## src/rtl/lrt_ram.sv

```systemverilog
// lrt_ram: generic single-write, single-read ram with registered read data.
// No dependencies.

module lrt_ram #(
  parameter int WIDTH = 8,
  parameter int DEPTH = 256
) (
  input  logic                     clk,
  input  logic                     we,
  input  logic [$clog2(DEPTH)-1:0] waddr,
  input  logic [WIDTH-1:0]         wdata,
  input  logic [$clog2(DEPTH)-1:0] raddr,
  output logic [WIDTH-1:0]         rdata
);

  logic [WIDTH-1:0] mem [DEPTH];
  logic [WIDTH-1:0] rdata_r;

  always_ff @(posedge clk) begin
    if (we) begin
      mem[waddr] <= wdata;
    end
    rdata_r <= mem[raddr];
  end

  assign rdata = rdata_r;

endmodule

```

## config.mk

```make
export PLATFORM = sky130hd
export DESIGN_NAME = lrt_ram
export DESIGN_NICKNAME = d
export VERILOG_FILES = /design/src/rtl/lrt_ram.sv
export SDC_FILE = /design/constraint.sdc
export NUM_CORES = 2
export LEC_CHECK = 0
export ABC_CLOCK_PERIOD_IN_PS = 2700
export BUFFER_PORTS_ARGS = -buffer_cell sky130_fd_sc_hd__buf_2
export CAP_MARGIN = 0
export CORE_MARGIN = 8
export CORE_UTILIZATION = 63
export DETAILED_ROUTE_END_ITERATION = 8
export PLACE_DENSITY = 0.88
export SYNTH_ARGS = -nofsm -noshare
export SYNTH_HDL_FRONTEND = slang
export SYNTH_SLANG_ARGS = --single-unit
export TNS_END_PERCENT = 30
```

## constraint.sdc

```tcl
create_clock -name clk -period 2.7 [get_ports clk]
set_input_delay 0.27 -clock clk [delete_from_list [all_inputs] [get_ports clk]]
set_output_delay 0.27 -clock clk [all_outputs]
set_load 0.02 [all_outputs]
```

==> key figures <==
STA
  – Peak Freq: 353 MHz
  – Max Slew Vio Count: 0
  – Rel. slew slack: 18.3%
  – Worst-Margin Slew: 1210 ps
  – Minimum clock period: 2830 ps
  – PnR worst setup slack: -135 ps
  – RSZ-0062 raised after global routing: no
  – Setup Viol. Count Final: 5
  – Layout Skew: 34.1 ps
  – Final period util: 105%
  – Hold Vio Cnt, Final: 0
  – Hold WS: 14.1 ps

Finish
  – Share of post-route cells with drive strength above 1: 31.1%
  – Filler cells: 5830
  – Non-filler cells, final: 6149
  – Final Cell Area: 92200 sq um
  – Area delta synth->final: 15.8%
  – Nets: 4359

Critical path
  – Worst reg2reg startpoint: mem[195][5]
  – CP Data Arrival Time: 3560 ps
  – Reg2reg setup slack: -130 ps
  – CP startpoint kind: flip-flop
  – CP startpoint: mem[195][5]
  – Reg2reg path depth: 7
  – Crit Path Category: flip-flop to flip-flop
  – RR Endpoint: rdata[5]
  – Critical Path End: rdata[5]
  – Worst-path maximum fanout: 1
  – Worst path required time: 3420 ps
  – CP Capture Type: flip-flop

Min path
  – Hold Path Class: input port to flip-flop
  – Hold depth: 1

Route
  – 1st-iter DRT viols: 9757
  – Post-route ant nets: 0
  – Drt total wl: 248 mm
  – Via count: 47100
  – Vias per inst: 7.67
  – DRC violations left: 23
  – Routed wire length per instance: 40.3 um
  – First-pass iteration count of the detailed router: 9

Die
  – Starting Density: 63.4%
  – DIE HEIGHT: 371 um
  – Core area: 125000 sq um
  – Row count: 130
  – IO Pins: 34
  – Die area: 138000 sq um
  – Die Wd: 371 um

Clocking
  – CTS tree: done
  – Inserted Clock Buffers: 187
  – Maximum root-to-sink buffer count: 3
  – Clock Pin Slew Worst Setup and Hold Paths: 60 ps
  – Clock sink total: 2056
  – Root buf cell: clkbuf_16
  – Worst-skew pair later-pin latency: 870 ps
  – Htree depth: 4

Logic synthesis
  – Yosys warnings: 0
  – Post-synth EDFFs: 2048
  – Predominant post-synthesis flop cell: edfxtp_1
  – Flops & latches, synth: 2056
  – Cell area after synthesis: 79600 sq um
  – Synth Net Count: 3759
  – Post-synth cell types: 55
  – Post-synth ARST share: 0%
  – Synth Instances: 3733
  – Post-synthesis area per instance: 21.3 sq um
  – Post-synthesis sequential area ratio: 77.5%

Outcome
  – Outcome: complete, but fails checks
  – Failing checks: design-rule violations, negative setup slack

GRT
  – GRT Util Overall: 35.8%
  – Initial antenna violation count: 17
  – Largest net degree at the start of global routing: 113
  – Aggregate global routing overflow: 0
  – First-pass GRT wire length: 349 mm
  – Vias in the first global route: 47300

Place
  – Cell Area, Placed: 85900 sq um
  – Port bufs: 33
  – Hpwl dp: 135 mm
  – Routability cong.: 0.940
  – Placed cells: 5789
  – Place WS: -987 ps

Power
  – Static leakage: 29.8 nW
  – VDD IR max: 814 uV
  – PwrDens: 722 nW/um^2

Run
  – Maxcap violations: 0
[worst max-delay path, cell delays in order, from the launching register on]
cell,delay (ps)
edfxtp_1,440
mux4_2,560
a22o_1,230
a221oi_1,690
o32ai_1,230
nor3_1,280
buf_4,210
nor4_1,70
[power by group]
part | internal [mW] | switching, mW
clock | 15.1 | 12.3
sequential | 35.2 | 0.101
combinational | 1.41 | 2.51
total | 51.6 | 14.9
[cells in the mapped netlist (10+ instances only)]
library cell / count / area [sq um]
nand3_1: 34 / 170
buf_2: 31 / 155
a21oi_1: 96 / 480
nor3_1: 22 / 110
o211ai_1: 10 / 75.1
o221ai_1: 46 / 403
buf_1: 22 / 82.6
nand4_1: 10 / 62.6
nand2_1: 33 / 124
buf_8: 13 / 195
nor2b_1: 31 / 194
a211oi_1: 16 / 120
nor2_1: 282 / 1060
o21ai_0: 10 / 50.1
clkbuf_1: 111 / 417
nor4_1: 24 / 150
a22oi_1: 133 / 998
a221oi_1: 13 / 114
mux4_2: 454 / 10200
mux2i_1: 134 / 1340
buf_6: 21 / 236
edfxtp_1: 2048 / 61500
buf_4: 27 / 203
o22ai_1: 28 / 175
[sequential cells by signal, summed over array words and instances, names as in the netlist]
signal  cells
rdata       8
mem      2048
[stage by stage]
stage | util [%] | setup TNS, ps | total power, mW
final | 73.5 | -249 | 66.6
after global routing | 73.5 | 0 | 67.5
after CTS | 73.4 | 0 | 66.2
after detailed placement | 68.5 | -4330 | 39.5
after global placement | 68.5 | -3390 | 39.3
after floorplan | - | 0 | 37.6
[worst min-delay path by stage]
stage                              to      from  slack (ps)
final                      mem[87][1]  wdata[1]          10
after global routing      mem[145][3]  wdata[3]          20
after floorplan             mem[0][0]  wdata[0]         370
after CTS                 mem[160][6]  wdata[6]         0.8
after global placement       rdata[5]  rdata[5]         800
after detailed placement     rdata[5]  rdata[5]         790
[logic make-up after synthesis]
kind of cell / share of synthesized area, %
buffers and inverters: 1.83
AO/OA/AOI/OAI: 3.42
AND/OR/NAND/NOR: 2.63
flip-flops: 77.5
multiplexers: 14.6
[repair_timing]
action	CTS	global route
setup endpoints to repair	4	3
hold endpoints to repair	113	0
gates resized for setup	8	4
pin swaps	0	1
hold buffers	4	0
buffers inserted	0	0
[cells in the final DEF, fill, tap and decap left out, types with 34 or more instances in the layout]
cell | netlist | layout
nor2_1 | 282 | 279
a22oi_1 | 133 | 133
a21oi_1 | 96 | 96
buf_12 | 8 | 68
buf_4 | 27 | 539
mux4_2 | 454 | 454
o221ai_1 | 46 | 46
edfxtp_1 | 2048 | 2048
clkbuf_1 | 111 | 42
clkinv_2 | 0 | 38
clkbuf_16 | 0 | 191
mux2i_1 | 134 | 134
nand3_1 | 34 | 34
[area by class of cell]
| cell class | count | area (sq um) | area share (%) |
|---|---|---|---|
| Multi-Input combinational cell | 1442 | 16600 | 18.0 |
| Inverter | 2 | 7.51 | 0.00815 |
| Clock inverter | 105 | 1140 | 1.23 |
| Tap cell | 1650 | 2060 | 2.24 |
| Sequential cell | 2056 | 61700 | 66.9 |
| Antenna cell | 13 | 32.5 | 0.0353 |
| Timing Repair Buffer | 644 | 5710 | 6.19 |
| Clock buffer | 237 | 4990 | 5.42 |
[per-layer routing]
metal | up-vias | GRT usage (%) | share of wire [%]
li1 | 16900 | - | -
met1 | 23000 | 42.7 | 29
met2 | 5785 | 56.4 | 46
met3 | 1520 | 12.4 | 16
met4 | 12 | 22.3 | 8.6
met5 | - | 0.356 | 0.060
(Power assumes the default switching activity.)
