File: src/rtl/lrt_pkg.sv
// lrt_pkg: shared sizes, request codes, state type and link-memory port struct
// for the lru replacement tracker. No dependencies.

package lrt_pkg;

  localparam int FRAMES = 256;
  localparam int KEY_W  = $clog2(FRAMES);
  localparam int CNT_W  = KEY_W + 1;

  typedef enum logic [1:0] {
    REQ_INSERT = 2'd0,
    REQ_VICTIM = 2'd1,
    REQ_ERASE  = 2'd2,
    REQ_NONE   = 2'd3
  } req_t;

  typedef enum logic [1:0] {
    ST_IDLE,
    ST_UNLINK,
    ST_PUSH,
    ST_RESP
  } state_t;

  // one link memory: a write port and a read address
  typedef struct packed {
    logic             we;
    logic [KEY_W-1:0] waddr;
    logic [KEY_W-1:0] wdata;
    logic [KEY_W-1:0] raddr;
  } link_port_t;

endpackage

File: src/rtl/lrt_ctrl.sv
// lrt_ctrl: request sequencer, head/tail/count registers, present bits and
// the result register. Drives the prev/next link rams. Depends on lrt_pkg.

module lrt_ctrl import lrt_pkg::*; (
  input  logic             clk,
  input  logic             rst_n,
  input  logic             in_valid,
  output logic             in_stall,
  input  logic [1:0]       in_req_type,
  input  logic [KEY_W-1:0] in_frame_key,
  output logic             out_valid,
  input  logic             out_stall,
  output logic             out_hit,
  output logic [KEY_W-1:0] out_victim_key,
  output logic [CNT_W-1:0] out_tracked_count,
  output link_port_t       prev_port,
  output link_port_t       next_port,
  input  logic [KEY_W-1:0] prev_rdata,
  input  logic [KEY_W-1:0] next_rdata
);

  state_t            state_r, state_nxt;
  req_t              req_r, req_nxt;
  logic [KEY_W-1:0]  key_r, key_nxt;
  logic              hit_r, hit_nxt;
  logic [KEY_W-1:0]  head_r, head_nxt;
  logic [KEY_W-1:0]  tail_r, tail_nxt;
  logic [CNT_W-1:0]  count_r, count_nxt;
  logic [FRAMES-1:0] present_r, present_nxt;
  logic              out_valid_r, out_valid_nxt;
  logic              out_hit_r, out_hit_nxt;
  logic [KEY_W-1:0]  out_victim_r, out_victim_nxt;
  logic [CNT_W-1:0]  out_count_r, out_count_nxt;

  logic             accept;
  logic             out_free;
  req_t             in_req;
  logic [KEY_W-1:0] rd_key;
  logic             in_hit;

  assign in_req = req_t'(in_req_type);

  // outputs and handshake
  always_comb begin
    in_stall = (state_r != ST_IDLE);
    accept   = in_valid && !in_stall;
    out_free = !out_valid_r || !out_stall;
    // victim reads the tail links, the others the named frame
    rd_key   = (in_req == REQ_VICTIM) ? tail_r : in_frame_key;
    case (in_req)
      REQ_INSERT, REQ_ERASE: in_hit = present_r[in_frame_key];
      REQ_VICTIM:            in_hit = (count_r != '0);
      default:               in_hit = 1'b0;
    endcase
  end

  // next state
  always_comb begin
    state_nxt = state_r;
    case (state_r)
      ST_IDLE: begin
        if (accept) begin
          if (in_hit) begin
            state_nxt = ST_UNLINK;
          end else if (in_req == REQ_INSERT) begin
            state_nxt = ST_PUSH;
          end else begin
            state_nxt = ST_RESP;
          end
        end
      end
      ST_UNLINK: state_nxt = (req_r == REQ_INSERT) ? ST_PUSH : ST_RESP;
      ST_PUSH:   state_nxt = ST_RESP;
      ST_RESP: begin
        if (out_free) begin
          state_nxt = ST_IDLE;
        end
      end
      default:   state_nxt = ST_IDLE;
    endcase
  end

  // datapath and link memory writes
  always_comb begin
    req_nxt        = req_r;
    key_nxt        = key_r;
    hit_nxt        = hit_r;
    head_nxt       = head_r;
    tail_nxt       = tail_r;
    count_nxt      = count_r;
    present_nxt    = present_r;
    out_valid_nxt  = out_valid_r;
    out_hit_nxt    = out_hit_r;
    out_victim_nxt = out_victim_r;
    out_count_nxt  = out_count_r;

    prev_port       = '0;
    next_port       = '0;
    prev_port.raddr = rd_key;
    next_port.raddr = rd_key;

    if (out_valid_r && !out_stall) begin
      out_valid_nxt = 1'b0;
    end

    case (state_r)
      ST_IDLE: begin
        if (accept) begin
          req_nxt = in_req;
          key_nxt = rd_key;
          hit_nxt = in_hit;
        end
      end
      ST_UNLINK: begin
        if (key_r == head_r) begin
          head_nxt = next_rdata;
        end else begin
          next_port.we    = 1'b1;
          next_port.waddr = prev_rdata;
          next_port.wdata = next_rdata;
        end
        if (key_r == tail_r) begin
          tail_nxt = prev_rdata;
        end else begin
          prev_port.we    = 1'b1;
          prev_port.waddr = next_rdata;
          prev_port.wdata = prev_rdata;
        end
        present_nxt[key_r] = 1'b0;
        count_nxt          = count_r - CNT_W'(1);
      end
      ST_PUSH: begin
        prev_port.we    = 1'b1;
        next_port.we    = 1'b1;
        next_port.waddr = key_r;
        if (count_r == '0) begin
          tail_nxt        = key_r;
          prev_port.waddr = key_r;
          prev_port.wdata = key_r;
          next_port.wdata = key_r;
        end else begin
          // a head's own prev link only reaches the tail once the list is empty
          prev_port.waddr = head_r;
          prev_port.wdata = key_r;
          next_port.wdata = head_r;
        end
        head_nxt           = key_r;
        present_nxt[key_r] = 1'b1;
        count_nxt          = count_r + CNT_W'(1);
      end
      ST_RESP: begin
        if (out_free) begin
          out_valid_nxt  = 1'b1;
          out_hit_nxt    = hit_r;
          out_victim_nxt = (req_r == REQ_VICTIM && hit_r) ? key_r : '0;
          out_count_nxt  = count_r;
        end
      end
      default: ;
    endcase
  end

  always_ff @(posedge clk) begin
    if (!rst_n) begin
      state_r     <= ST_IDLE;
      head_r      <= '0;
      tail_r      <= '0;
      count_r     <= '0;
      present_r   <= '0;
      out_valid_r <= 1'b0;
    end else begin
      state_r     <= state_nxt;
      head_r      <= head_nxt;
      tail_r      <= tail_nxt;
      count_r     <= count_nxt;
      present_r   <= present_nxt;
      out_valid_r <= out_valid_nxt;
    end
    req_r        <= req_nxt;
    key_r        <= key_nxt;
    hit_r        <= hit_nxt;
    out_hit_r    <= out_hit_nxt;
    out_victim_r <= out_victim_nxt;
    out_count_r  <= out_count_nxt;
  end

  assign out_valid         = out_valid_r;
  assign out_hit           = out_hit_r;
  assign out_victim_key    = out_victim_r;
  assign out_tracked_count = out_count_r;

  a_count_range: assert property (@(posedge clk) disable iff (!rst_n)
    count_r <= CNT_W'(FRAMES))
    else $error("tracked count above frame count");

  a_empty_no_present: assert property (@(posedge clk) disable iff (!rst_n)
    (count_r == '0) |-> (present_r == '0))
    else $error("present bit set with empty list");

  a_unlink_present: assert property (@(posedge clk) disable iff (!rst_n)
    (state_r == ST_UNLINK) |-> present_r[key_r])
    else $error("unlinking a frame that is not tracked");

  a_push_absent: assert property (@(posedge clk) disable iff (!rst_n)
    (state_r == ST_PUSH) |-> !present_r[key_r])
    else $error("pushing a frame that is already tracked");

  a_accept_busy: assert property (@(posedge clk) disable iff (!rst_n)
    accept |=> (state_r != ST_IDLE))
    else $error("accepted request did not start");

endmodule

File: config.mk
export PLATFORM = sky130hd
export DESIGN_NAME = lrt_ctrl
export DESIGN_NICKNAME = d
export VERILOG_FILES = /design/src/rtl/lrt_pkg.sv /design/src/rtl/lrt_ctrl.sv
export SDC_FILE = /design/constraint.sdc
export NUM_CORES = 1
export LEC_CHECK = 0
export ABC_AREA = 1
export BUFFER_PORTS_ARGS = -buffer_cell sky130_fd_sc_hd__buf_2
export CORE_ASPECT_RATIO = 0.9
export CORE_MARGIN = 1
export CORE_UTILIZATION = 46
export CTS_CLUSTER_DIAMETER = 80
export CTS_CLUSTER_SIZE = 40
export DETAILED_ROUTE_END_ITERATION = 10
export GPL_TIMING_DRIVEN = 0
export HOLD_SLACK_MARGIN = 0.06
export SYNTH_ARGS = -nofsm -noshare
export SYNTH_HDL_FRONTEND = slang
export SYNTH_SLANG_ARGS = --single-unit
export TNS_END_PERCENT = 5
File: constraint.sdc
create_clock -name clk -period 5.51 [get_ports clk]
set_clock_uncertainty 0.05 [all_clocks]
set_input_delay 1.102 -clock clk [delete_from_list [all_inputs] [get_ports clk]]
set_output_delay 1.102 -clock clk [all_outputs]
set_load 0.05 [all_outputs]
==> flow_summary.ini, run 1 <==
[layout]
layout_commonest_cell = nand2_1
drive_gt1_frac = 0.113
area_delta_synth_final_pct = 10.2
num-nets-final = 2156
antenna_cells = 0
nFillCells = 3382
mostFrequentLayoutCells = nand2_1 (385), a21oi_1 (302), dfxtp_1 (284)

[clocking]
cts_buffers = 17
cts_tree = yes
htreeDepth = 1
hold_buffers = 0
clockBufferDepth = 3
cts.reportedPaths.clkPinSlew_ps = 110
cts_resized = 0
worstSkewPairLatency_ps = 540
cts_root_buffer = clkbuf_16
cts.sinks = 313
post_cts_buffers = 0

[placed_design]
dp_hpwl_um = 46000
io_buffer_count = 96
dp_slack_ps = 1070
place.gp.congestion = 0.998

[synthesis]
synthMuxAreaShare = 0
ys_warn_count = 0
ys_seq_area_frac = 0.426
synth_edf_count = 29
synth_cell_types = 38
ys_seq_elements = 313
syn_avg_cell_area_um2 = 7.71
synth_compound_area_frac = 0.269
synth-xor-area-share = 0.00683
netlist_area_um2 = 15400
synth_top_family_by_area = compound AO/OA/AOI/OAI gates
synth_ff_type = dfxtp_1
synth-simple-area-share = 0.208
synth_cells = 1997
syn_nets = 2040
synth_fa_ha_area_frac = 0.0111
async_flop_share = 0

[timing]
drv_slew = 0
rsz0062_at_grt = false
max_slew_margin = 0.111
hold_violations = 0
post-route-period-util = 0.827
fin_crit_ps = 4560
tns_ps = 0
worst_slew_pin_slew_ps = 1330
worst_slack_ps = 954
setup_viol = 0
fmax_mhz = 219

[setup_path]
cp_cell_sequence = inv_1 > ha_1 > inv_1 > clkbuf_1 > clkbuf_1 > o21ai_0 > o21ai_0 > a21oi_1 > buf_2
startpoint_type = flop
critPathArrivalTime_ps = 3400
worstPathRequired_ps = 4360
end_kind = output pin
cpPeakStageDelay_ps = 710
cp_slowest_cell = clkbuf_1
path_buf_inv = 5
critPathKind = reg -> out
crit_family = buffers and inverters
crit_fanout = 10

[route]
wl_per_cell_um = 27.2
via_per_inst = 6.64
wirelength_um = 69100
drt_iter0_markers = 2494
ant_nets = 0
first_pass_iters = 6
via_count = 16900
drcViolationCount = 0

[die]
rows = 63
die_w_um = 195
dieArea_um2 = 34200
core-area_um2 = 32900
ioPinCount = 100
die_h_um = 176
start_util = 0.467

[status]
status = completed

[run]
maxCapViolations = 0

[pwr]
power_density_nw_per_um2 = 416
leakagePower_nw = 5.96
p_total_mw = 7.05
peakVddDrop_v = 0.000291

[global_route]
grt_pass1_wl_um = 100000
grt_start_max_net_pins = 29
antenna_found_initial = 0
grt_pass1_vias = 15200
grt.total_usage = 0.395
overflow = 0

[worst_hold_path]
hp-class = reg -> reg
[area by class of cell]
| cell class | instances | area (um2) | area share |
|---|---|---|---|
| buffer | 215 | 940 | 0.0554 |
| clock buffer | 19 | 447 | 0.0264 |
| clock inverter | 9 | 88.8 | 0.00524 |
| inverter | 73 | 274 | 0.0162 |
| multi-input combinational | 1396 | 7620 | 0.450 |
| sequential | 313 | 6560 | 0.387 |
| tap | 422 | 528 | 0.0311 |
| timing repair buffer | 97 | 495 | 0.0292 |
[worst paths after layout]
| kind | from | end | slack [ps] | depth (start not counted) |
|---|---|---|---|---|
| max | state_r[0]$_SDFFE_PN0P_ | next_port[13] | 950 | 9 |
| min | count_r[8]$_SDFFE_PN0P_ | out_tracked_count[8]$_DFFE_PP_ | 410 | 0 |
| max reg2reg | state_r[0]$_SDFFE_PN0P_ | count_r[7]$_SDFFE_PN0P_ | 1320 | 17 |
| min reg2reg | count_r[8]$_SDFFE_PN0P_ | out_tracked_count[8]$_DFFE_PP_ | 410 | 0 |
[synth_stat cells, types with 2 or more instances]
| master | instances | area (um2) |
|---|---|---|
| a21oi_1 | 303 | 1520 |
| buf_2 | 64 | 320 |
| nor2_2 | 7 | 43.8 |
| inv_2 | 12 | 45.0 |
| xnor2_1 | 5 | 43.8 |
| nor3_2 | 4 | 40.0 |
| inv_1 | 59 | 221 |
| buf_1 | 13 | 48.8 |
| clkbuf_1 | 125 | 469 |
| xor2_1 | 7 | 61.3 |
| nor3_1 | 2 | 10.0 |
| a31oi_1 | 17 | 106 |
| nor2_1 | 75 | 282 |
| ha_1 | 12 | 150 |
| nand4_1 | 8 | 50.1 |
| clkinv_1 | 2 | 7.51 |
| nand2_1 | 385 | 1450 |
| or2_2 | 10 | 62.6 |
| a311oi_1 | 251 | 2200 |
| nand3_1 | 241 | 1210 |
| buf_4 | 12 | 90.1 |
| edfxtp_1 | 29 | 871 |
| dfxtp_1 | 284 | 5690 |
| o21ai_0 | 56 | 280 |
[through the flow]
step,area [um2],instances,util,hold slack [ps]
after floorplan,15400,1997,-,358
after global placement,16400,2515,0.498,377
after detailed placement,16400,2516,0.498,379
after CTS,17000,2544,0.514,406
after global routing,17000,2544,0.514,416
final,17000,2544,0.514,406
[kinds of logic (layout without fill, tap and decap cells)]
| kind of cell | Yosys count | in the layout |
|---|---|---|
| xor+xnor | 12 | 12 |
| fa+ha+maj | 13 | 13 |
| buf+inv | 288 | 413 |
| compound gates | 633 | 633 |
| flops | 313 | 313 |
| simple gates | 738 | 738 |
[routing by layer]
| layer | vias to the layer above | GRT usage | wire, um |
|---|---|---|---|
| li1 | 7461 | - | - |
| met5 | - | 0 | 0 |
| met3 | 214 | 0.101 | 9140 |
| met2 | 1150 | 0.565 | 27900 |
| met1 | 8061 | 0.563 | 28700 |
| met4 | 0 | 0.163 | 3340 |
[where the power goes]
part           total (mW)  internal [mW]  switching (mW)
clock                1.49          0.619           0.875
sequential           2.56           2.44           0.115
combinational        2.99          0.645            2.35
total                7.05           3.71            3.34
(Power assumes the default switching activity.)
==> run 2: changes to the inputs <==
==> constraint.sdc (replaced) <==
create_clock -name clk -period 4.3 [get_ports clk]
set_clock_uncertainty 0.05 [all_clocks]
set_input_delay 0.86 -clock clk [delete_from_list [all_inputs] [get_ports clk]]
set_output_delay 0.86 -clock clk [all_outputs]
set_load 0.05 [all_outputs]
==> run 2 against run 1 <==
Sequential share of layout area is essentially flat. Die area unchanged. Non-clock buffer count unchanged. Critical path type unchanged. Critical endpoint unchanged. Largest cell class unchanged.
==> flow_summary.ini, run 2 (synthesis gave the netlist of run 1 again) <==
[status]
status = completed

[global_route]
grt_pass1_wl_um = 100000
grt_start_max_net_pins = 29
antenna_found_initial = 0
overflow = 0
grt_pass1_vias = 15200
grt.total_usage = 0.395

[placed_design]
dp_slack_ps = 221
io_buffer_count = 96
dp_cells = 2516
dp_hpwl_um = 46000
place.gp.congestion = 0.998
post_dp_cell_area_um2 = 16400

[route]
wirelength_um = 69200
drt_iter0_markers = 2531
first_pass_iters = 6
drcViolationCount = 0
via_count = 16900
ant_nets = 0
via_per_inst = 6.63
wl_per_cell_um = 27.2

[die]
rows = 63
start_util = 0.467
dieArea_um2 = 34200
core-area_um2 = 32900
die_w_um = 195
ioPinCount = 100
die_h_um = 176

[pwr]
leakagePower_nw = 5.96
power_density_nw_per_um2 = 533
peakVddDrop_v = 0.000374

[clocking]
cts.sinks = 313
cts_root_buffer = clkbuf_16
cts.reportedPaths.clkPinSlew_ps = 110
htreeDepth = 1
cts_buffers = 17
clockBufferDepth = 3
cts_tree = yes
worstSkewPairLatency_ps = 540
hold_buffers = 0

[run]
maxCapViolations = 0

[layout]
fin_util = 0.515
final_cells = 2544
area_delta_synth_final_pct = 10.2
drive_gt1_frac = 0.114
layout_commonest_cell = nand2_1
antenna_cells = 0
num-nets-final = 2156
fin_area_um2 = 17000
mostFrequentLayoutCells = nand2_1 (385), a21oi_1 (302), dfxtp_1 (284)

[timing]
fin_crit_ps = 4300
worst_slew_pin_slew_ps = 1350
max_slew_margin = 0.101
worst_slack_ps = 3.98
drv_slew = 0
fmax_mhz = 233
whs_ps = 406
rsz0062_at_grt = true
hold_violations = 0
post-route-period-util = 0.999
setup_viol = 0

[setup_path]
critPathKind = reg -> out
worstPathRequired_ps = 3390
r2r_end = count_r[7]$_SDFFE_PN0P_
timing.rr.start = state_r[0]$_SDFFE_PN0P_
rrSetupSlack_ps = 510
rr_worst_depth = 17
critPathArrivalTime_ps = 3390
startpoint_type = flop
crit_fanout = 10
end_kind = output pin

[worst_hold_path]
min_to = out_tracked_count[8]$_DFFE_PP_
min_from = count_r[8]$_SDFFE_PN0P_
min_path_cells = 0
hp-class = reg -> reg
run 2: per-layer routing:
| layer | up-vias | part of all wire | global-route usage |
|---|---|---|---|
| met5 | - | 0 | 0 |
| met1 | 8072 | 0.42 | 0.563 |
| met3 | 198 | 0.13 | 0.101 |
| li1 | 7460 | - | - |
| met4 | 0 | 0.046 | 0.163 |
| met2 | 1142 | 0.41 | 0.565 |
run 2: worst max-delay path by stage:
| stage | startpoint | endpoint | slack, ps |
|---|---|---|---|
| global route | state_r[0]$_SDFFE_PN0P_ | next_port[13] | -110 |
| detailed placement | state_r[0]$_SDFFE_PN0P_ | count_r[7]$_SDFFE_PN0P_ | 220 |
| global placement | state_r[0]$_SDFFE_PN0P_ | count_r[7]$_SDFFE_PN0P_ | 260 |
| finish | state_r[0]$_SDFFE_PN0P_ | next_port[13] | 4 |
| CTS | state_r[0]$_SDFFE_PN0P_ | next_port[13] | 60 |
| floorplan | in_frame_key[3] | prev_port[3] | 400 |
run 2: critical path, stage by stage (launching register included):
cell	delay [ps]
dfxtp_1	390
inv_1	100
ha_1	270
inv_1	210
clkbuf_1	420
clkbuf_1	710
o21ai_0	200
o21ai_0	170
a21oi_1	130
buf_2	250
run 2: layout make-up:
class                      count  area (um2)
multi-input combinational   1396        7620
tap                          422         528
buffer                       215         941
fill                        3382       16000
timing repair buffer          97         495
clock inverter                 9        88.8
inverter                      73         274
clock buffer                  19         447
sequential                   313        6560
run 2: per-stage QoR:
step                      power, mW  setup TNS, ps
after floorplan                5.81              0
after global placement         7.00              0
after detailed placement       7.04              0
after CTS                      8.90              0
after global routing           9.36           -207
final                          9.03              0
run 2: timing repair:
action | in CTS | in global routing
gates resized for setup | 0 | 3
endpoints found under the setup margin | 0 | 6
setup buffers | 0 | 0
run 2: power breakdown:
part           switching [mW]  internal (mW)  leakage, nW
sequential              0.147           3.13         2.56
clock                    1.13          0.794        0.264
combinational            3.01          0.828         3.13
